`src/rtl/sbli_pkg.sv`:
```
// ----------------------------------------------------------------------------
// sbli_pkg: shared types and constants
// Sizes and the per-cell handoff structs.
// ----------------------------------------------------------------------------
package sbli_pkg;

    localparam int POINTS = 10;
    localparam int CNT_W  = $clog2(POINTS + 1);

    // Neighbor handoff from one cell to the next.
    typedef struct packed {
        logic signed [15:0] x;
        logic signed [15:0] y;
        logic               valid;
    } cell_data_t;

    typedef struct packed {
        logic               ins;      // insert step: shift/place
        logic signed [15:0] key;
        logic signed [15:0] y;
    } cell_ctl_t;

endpackage

```
`src/rtl/sbli_cell.sv`:
```
// ----------------------------------------------------------------------------
// sbli_cell: one breakpoint cell
// Holds one (x, y) entry; on an insert step it keeps, takes the new point,
// or takes its lower neighbor's entry, as an insertion sorter does.
// ----------------------------------------------------------------------------
module sbli_cell
    import sbli_pkg::*;
(
    input  logic       clk,
    input  logic       rst_n,
    input  cell_ctl_t  ctl,
    input  cell_data_t prev,
    input  logic       prev_gt,
    output cell_data_t cur,
    output logic       gt
);

    logic               valid_reg;
    logic               valid_next;
    logic signed [15:0] x_reg;
    logic signed [15:0] x_next;
    logic signed [15:0] y_reg;
    logic signed [15:0] y_next;

    assign cur.x     = x_reg;
    assign cur.y     = y_reg;
    assign cur.valid = valid_reg;
    assign gt        = valid_reg && (x_reg > ctl.key);

    // The new point lands in the first cell holding a larger x, or in the
    // first empty cell when no stored x is larger.
    always_comb
    begin
        valid_next = valid_reg;
        x_next     = x_reg;
        y_next     = y_reg;
        if (ctl.ins)
        begin
            if (prev_gt)
            begin
                valid_next = prev.valid;
                x_next     = prev.x;
                y_next     = prev.y;
            end
            else if (gt || (!valid_reg && prev.valid))
            begin
                valid_next = 1'b1;
                x_next     = ctl.key;
                y_next     = ctl.y;
            end
        end
    end

    always_ff @(posedge clk or negedge rst_n)
    begin
        if (!rst_n)
        begin
            valid_reg <= 1'b0;
        end
        else
        begin
            valid_reg <= valid_next;
        end
    end

    always_ff @(posedge clk)
    begin
        x_reg <= x_next;
        y_reg <= y_next;
    end

endmodule

```
`src/rtl/sbli_div.sv`:
```
// ----------------------------------------------------------------------------
// sbli_div: sequential signed divider
// Restoring division, one quotient bit per cycle, truncating toward zero.
// ----------------------------------------------------------------------------
module sbli_div
    import sbli_pkg::*;
(
    input  logic               clk,
    input  logic               rst_n,
    input  logic               go,
    input  logic signed [33:0] num,
    input  logic        [16:0] den,
    output logic               done,
    output logic signed [34:0] quo
);

    logic [33:0] mag_reg, mag_next;
    logic [33:0] q_reg, q_next;
    logic [16:0] rem_reg, rem_next;
    logic [16:0] den_reg;
    logic        neg_reg;
    logic [5:0]  cnt_reg, cnt_next;
    logic        run_reg, run_next;
    logic        done_reg, done_next;
    logic [17:0] trial;

    assign trial = {rem_reg, mag_reg[33]} - {1'b0, den_reg};

    always_comb
    begin
        mag_next  = mag_reg << 1;
        q_next    = q_reg;
        rem_next  = rem_reg;
        cnt_next  = cnt_reg;
        run_next  = run_reg;
        done_next = 1'b0;
        if (run_reg)
        begin
            if (!trial[17])
            begin
                rem_next = trial[16:0];
                q_next   = {q_reg[32:0], 1'b1};
            end
            else
            begin
                rem_next = {rem_reg[15:0], mag_reg[33]};
                q_next   = {q_reg[32:0], 1'b0};
            end
            cnt_next = cnt_reg - 6'd1;
            if (cnt_reg == 6'd1)
            begin
                run_next  = 1'b0;
                done_next = 1'b1;
            end
        end
    end

    always_ff @(posedge clk or negedge rst_n)
    begin
        if (!rst_n)
        begin
            run_reg  <= 1'b0;
            done_reg <= 1'b0;
            cnt_reg  <= 6'd0;
        end
        else if (go)
        begin
            run_reg  <= 1'b1;
            done_reg <= 1'b0;
            cnt_reg  <= 6'd34;
        end
        else
        begin
            run_reg  <= run_next;
            done_reg <= done_next;
            cnt_reg  <= cnt_next;
        end
    end

    always_ff @(posedge clk)
    begin
        if (go)
        begin
            mag_reg <= num[33] ? 34'(-num) : 34'(num);
            neg_reg <= num[33];
            den_reg <= den;
            q_reg   <= 34'd0;
            rem_reg <= 17'd0;
        end
        else
        begin
            mag_reg <= mag_next;
            q_reg   <= q_next;
            rem_reg <= rem_next;
        end
    end

    assign done = done_reg;
    assign quo  = neg_reg ? -$signed({1'b0, q_reg}) : $signed({1'b0, q_reg});

endmodule

```
`src/rtl/sorted_breakpoint_linear_interpolator.sv`:
```
// ----------------------------------------------------------------------------
// sorted_breakpoint_linear_interpolator: sorted breakpoint table with lerp
// A row of cells keeps the points sorted; queries scan the row and, between two points, divide.
// ----------------------------------------------------------------------------
// Flow: an insert passes through S_INS and S_OUT (S_OUT alone when the table is
// full); a query that clamps or finds the table empty ends its scan in S_OUT; an
// interpolated query runs the scan steps, multiply, divider load and divide first.
// One word at a time: busy is high until done, the next word is taken at the
// edge that ends the done cycle. Reset clears the count and cell valid bits;
// table data is not reset. Results are strobed one cycle and cannot be stalled.
module sorted_breakpoint_linear_interpolator
    import sbli_pkg::*;
(
    input  logic               clk,
    input  logic               rst_n,
    input  logic               start,
    output logic               busy,
    input  logic               cmd,
    input  logic signed [15:0] x_value,
    input  logic signed [15:0] y_value,
    output logic               done,
    output logic signed [15:0] result,
    output logic               accepted,
    output logic        [3:0]  points_held
);

    localparam logic [2:0] S_IDLE = 3'd0;
    localparam logic [2:0] S_INS  = 3'd1;
    localparam logic [2:0] S_SCAN = 3'd2;
    localparam logic [2:0] S_MUL  = 3'd3;
    localparam logic [2:0] S_DIV  = 3'd4;
    localparam logic [2:0] S_WAIT = 3'd5;
    localparam logic [2:0] S_OUT  = 3'd6;

    logic [2:0]         state_reg;
    logic [CNT_W-1:0]   count_reg;
    logic [CNT_W-1:0]   idx_reg;
    logic signed [15:0] key_reg, ynew_reg;
    logic signed [15:0] res_reg;
    logic               ok_reg, done_reg;
    logic signed [15:0] x0_reg, y0_reg, x1_reg, y1_reg;
    logic signed [33:0] prod_reg;
    logic [16:0]        span_reg;
    logic               div_go;
    logic               div_done;
    logic signed [34:0] div_q;

    cell_ctl_t  ctl;
    cell_data_t cur [POINTS];
    logic       gtv [POINTS];

    assign ctl.ins = (state_reg == S_INS);
    assign ctl.key = key_reg;
    assign ctl.y   = ynew_reg;

    genvar g;
    generate
        for (g = 0; g < POINTS; g++)
        begin : g_cell
            cell_data_t pv;
            logic       pg;
            if (g == 0)
            begin : g_first
                // The row head behaves as if an occupied cell sat before it.
                assign pv = '{x: 16'sd0, y: 16'sd0, valid: 1'b1};
                assign pg = 1'b0;
            end
            else
            begin : g_rest
                assign pv = cur[g-1];
                assign pg = gtv[g-1];
            end
            sbli_cell u_cell (
                .clk     (clk),
                .rst_n   (rst_n),
                .ctl     (ctl),
                .prev    (pv),
                .prev_gt (pg),
                .cur     (cur[g]),
                .gt      (gtv[g])
            );
        end
    endgenerate

    assign busy = (state_reg != S_IDLE);
    // The product is registered at the end of S_MUL, so the divider loads in S_DIV.
    assign div_go = (state_reg == S_DIV);

    sbli_div u_div (
        .clk   (clk),
        .rst_n (rst_n),
        .go    (div_go),
        .num   (prod_reg),
        .den   (span_reg),
        .done  (div_done),
        .quo   (div_q)
    );

    logic signed [35:0] sum;
    assign sum = 36'(y0_reg) + 36'(div_q);

    always_ff @(posedge clk or negedge rst_n)
    begin
        if (!rst_n)
        begin
            state_reg <= S_IDLE;
            count_reg <= '0;
            done_reg  <= 1'b0;
            idx_reg   <= '0;
        end
        else
        begin
            done_reg <= 1'b0;
            case (state_reg)
                S_IDLE:
                begin
                    if (start)
                    begin
                        idx_reg <= '0;
                        if (!cmd)
                        begin
                            if (count_reg < CNT_W'(POINTS))
                                state_reg <= S_INS;
                            else
                                state_reg <= S_OUT;
                        end
                        else
                            state_reg <= S_SCAN;
                    end
                end
                S_INS:
                begin
                    count_reg <= count_reg + 1'b1;
                    state_reg <= S_OUT;
                end
                S_SCAN:
                begin
                    if (count_reg == '0 || key_reg <= cur[0].x
                        || key_reg >= cur[count_reg-1'b1].x)
                        state_reg <= S_OUT;
                    else if (cur[idx_reg+1'b1].x >= key_reg)
                        state_reg <= S_MUL;
                    else
                        idx_reg <= idx_reg + 1'b1;
                end
                S_MUL:  state_reg <= S_DIV;
                S_DIV:  state_reg <= S_WAIT;
                S_WAIT: if (div_done) state_reg <= S_OUT;
                S_OUT:
                begin
                    done_reg  <= 1'b1;
                    state_reg <= S_IDLE;
                end
                default: state_reg <= S_IDLE;
            endcase
        end
    end

    always_ff @(posedge clk)
    begin
        case (state_reg)
            S_IDLE:
            begin
                key_reg  <= x_value;
                ynew_reg <= y_value;
                res_reg  <= 16'sd0;
                ok_reg   <= cmd || (count_reg < CNT_W'(POINTS));
            end
            S_SCAN:
            begin
                x0_reg <= cur[idx_reg].x;
                y0_reg <= cur[idx_reg].y;
                x1_reg <= cur[idx_reg+1'b1].x;
                y1_reg <= cur[idx_reg+1'b1].y;
                if (count_reg == '0)
                    res_reg <= 16'sd0;
                else if (key_reg <= cur[0].x)
                    res_reg <= cur[0].y;
                else if (key_reg >= cur[count_reg-1'b1].x)
                    res_reg <= cur[count_reg-1'b1].y;
            end
            S_MUL:
            begin
                prod_reg <= 34'(17'(y1_reg) - 17'(y0_reg)) *
                            34'(17'(key_reg) - 17'(x0_reg));
                span_reg <= 17'(17'(x1_reg) - 17'(x0_reg));
            end
            S_WAIT:
            begin
                if (div_done)
                    res_reg <= (sum > 36'sd32767) ? 16'sd32767 :
                               (sum < -36'sd32768) ? -16'sd32768 : sum[15:0];
            end
            default: ;
        endcase
    end

    assign done        = done_reg;
    assign result      = res_reg;
    assign accepted    = ok_reg;
    assign points_held = count_reg[3:0];

`ifndef SYNTH
    a_busy_done: assert property (@(posedge clk) disable iff (!rst_n)
        done |-> !busy) else $error("done while busy");
    a_count_max: assert property (@(posedge clk) disable iff (!rst_n)
        count_reg <= CNT_W'(POINTS)) else $error("count overflow");
    a_ins_count: assert property (@(posedge clk) disable iff (!rst_n)
        state_reg == S_INS |=> count_reg == $past(count_reg) + 1'b1)
        else $error("insert did not count");
`endif

endmodule
```
`config.mk`:
```
export PLATFORM = sky130hd
export DESIGN_NAME = sorted_breakpoint_linear_interpolator
export DESIGN_NICKNAME = d
export VERILOG_FILES = /design/src/rtl/sbli_pkg.sv /design/src/rtl/sbli_cell.sv /design/src/rtl/sbli_div.sv /design/src/rtl/sorted_breakpoint_linear_interpolator.sv
export SDC_FILE = /design/constraint.sdc
export NUM_CORES = 2
export LEC_CHECK = 0
export ABC_AREA = 1
export ABC_CLOCK_PERIOD_IN_PS = 15500
export BUFFER_PORTS_ARGS = -buffer_cell sky130_fd_sc_hd__clkbuf_2
export CORE_MARGIN = 4
export CORE_UTILIZATION = 60
export DETAILED_ROUTE_END_ITERATION = 12
export PLACE_DENSITY = 0.81
export SYNTH_ARGS = -nofsm -noshare
export SYNTH_HDL_FRONTEND = slang
export SYNTH_SLANG_ARGS = --single-unit
```
`constraint.sdc`:
```
create_clock -name clk -period 15.5 [get_ports clk]
set_input_delay 3.1 -clock clk [delete_from_list [all_inputs] [get_ports clk]]
set_output_delay 3.1 -clock clk [all_outputs]
set_load 0.03 [all_outputs]
```
==> out/qor.csv <==
metric;value;unit
outcome;finished, final reports clean;
required;15.86;ns
criticalPathCategory;reg -> reg;
vias;49300;
clock_skew;0.0514;ns
routed_wl;180000;microns
drt_pre_antenna_iters;7;
postSynthAreaPerCell;8.04;sq um
ys.flop_type;edfxtp_1;
synth-warning-count;0;
crit_path_frequent_cell;nand2_1;
syn_nets;7399;
cp-start-kind;flop;
drive_gt1_share;5.74;%
rsz0062_at_grt;false;
synth_cells;6678;
insertion_delay;0.66;ns
cts_num_sinks;617;
ys_types;68;
grt_pass1_vias;47800;
cts_tree;yes;
setup_viol;0;
worstMarginPinSlew;1.26;ns
synth_area;53700;sq um
synth_top_cell_area_share;28.1;%
reg2reg_from;key_reg[1];
yosysMostFrequentCell;nand2_1;
fin_worst_hold_slack;0.416;ns
hold_depth;0;
slowest_stage;edfxtp_1;
clk_pin_slew;0.06;ns
dpl.hpwl;122000;microns
maxCapViolations;0;
yosys-top-cells-area;edfxtp_1 28%, fa_1 11%, ha_1 9.0%;
hold_buffers;0;
cts_buffer_depth;3;
max_slew_margin;16.1;%
multi_input_area;31000;sq um
ys_seq_elements;617;
ant_nets;0;
area_growth;6.96;%
cp.arrival;9.43;ns
finalNetCount;7279;
rows;109;
crit_path_start;key_reg[1];
synthTopCellsByCount;1129 x nand2_1, 1034 x inv_1, 904 x o21ai_0, 537 x a21oi_1, 502 x edfxtp_1;
die_height;307;microns
grt.total_usage;37.5;%
max_stage_delay;0.70;ns
via_per_inst;6.33;
fmax;110;MHz
min_path_type;reg -> reg;
wl_per_cell;23.1;microns
async_flop_share;4.86;%
regArea;17500;sq um
overflow;0;
synth_edf_count;502;
fin_crit_sh;58.5;%
worstHoldStart;span_reg[7];
crit_path_max_fanout;16;
ios;59;
cts_root_buffer;clkbuf_16;
antenna_found_initial;5;
yosys.area.top_type;edfxtp_1;
period_minus_slack;9.07;ns
drv_slew;0;
grt_max_degree;165;
dr.first_iter.drc_count;7439;
grt_pass1_wl;273000;microns
die_w;307;microns
hold_viol_final;0;
drc;0;
critPathCaptureType;flop;
core;88500;sq um
ys_seq_area_share;32.6;%
ctsResizeCount;0;
cts_max_level;3;
initial_core_util;60.7;%
cts_setup_buffers;0;
globalplace.congestion;1.04;
fillCellCount;7275;
cts_buffers;74;
r2r_cells;35;
numPortBuffers;58;
dieArea;94300;sq um
tns;0;ns
final timing paths:
| path | to | slack (ns) |
|---|---|---|
| worst max-delay path | prod_reg[30] | 6.43 |
| worst min-delay path | u_div.den_reg[7] | 0.42 |
| worst max register to register | prod_reg[30] | 6.43 |
| worst min register to register | u_div.den_reg[7] | 0.42 |
| max in group asynchronous | idx_reg[0] | 12.04 |
| min in group asynchronous | points_held[2] | 2.63 |
per-layer routing:
layer / track usage [%] / vias to the layer above / share of wire (%)
met2: 57.3 / 3700 / 43
met1: 47.8 / 22600 / 35
met5: 0 / - / 0.013
li1: - / 22100 / -
met3: 11.4 / 971 / 15
met4: 21.2 / 4 / 7.3
logic make-up after synthesis:
group | count (synthesis) | share of synthesized area, %
AO/OA/AOI/OAI | 1749 | 18.0
XOR/XNOR | 172 | 2.82
adder cells (fa/ha/maj) | 685 | 20.2
buffers and inverters | 1385 | 9.83
flip-flops | 617 | 32.6
multiplexers | 41 | 0.764
AND/OR/NAND/NOR | 2029 | 15.8
worst max-delay path, delay by kind of cell (launching register included):
family,cells,cell delay [ns]
fa+ha+maj,8,4.03
compound gates,10,1.61
simple gates,9,1.43
buf+inv,7,0.87
flops,1,0.70
xor+xnor,1,0.13
cell usage in the layout (no fill, tap or decap), types with 12 or more instances in the layout:
cell	n
nand2_1	1127
inv_1	1021
o21ai_0	903
a21oi_1	535
edfxtp_1	502
nor2_1	427
ha_1	382
fa_1	301
nand3_1	294
xor2_1	106
dfxtp_1	85
buf_4	78
clkbuf_16	76
xnor2_1	62
clkbuf_2	58
o211ai_1	52
mux2i_1	41
nor3_1	40
nand4_1	36
a22oi_1	36
a32o_1	35
o221ai_1	33
dfrtp_1	26
a31oi_1	22
clkbuf_1	22
nand2_2	21
o21ai_1	18
nor2_2	17
a32oi_1	16
clkinv_1	15
or2_2	15
nor3_2	15
inv_2	14
o21bai_1	12
clkinv_2	12
area by class of cell:
cell class | count | share of cell area [%]
multi-input combinational | 4676 | 54.1
sequential | 617 | 30.5
inverter | 1052 | 6.89
clock buffer | 108 | 3.70
tap | 1165 | 2.54
timing repair buffer | 137 | 1.56
clock inverter | 30 | 0.673
antenna | 5 | 0.0218
stage by stage:
step                std cells  area [sq um]  util, %  worst slack, ns
floorplan                6678         53700        -             7.51
global placement         7647         54900     62.0             6.63
detailed placement       7647         54900     62.0             6.54
CTS                      7785         57400     64.9             6.44
global route             7785         57400     64.9             5.82
finish                   7790         57400     64.9             6.43
Power is left out: the tool's default activity adds up to more than one toggle a clock period on the data nets, which glitch-free logic cannot reach.
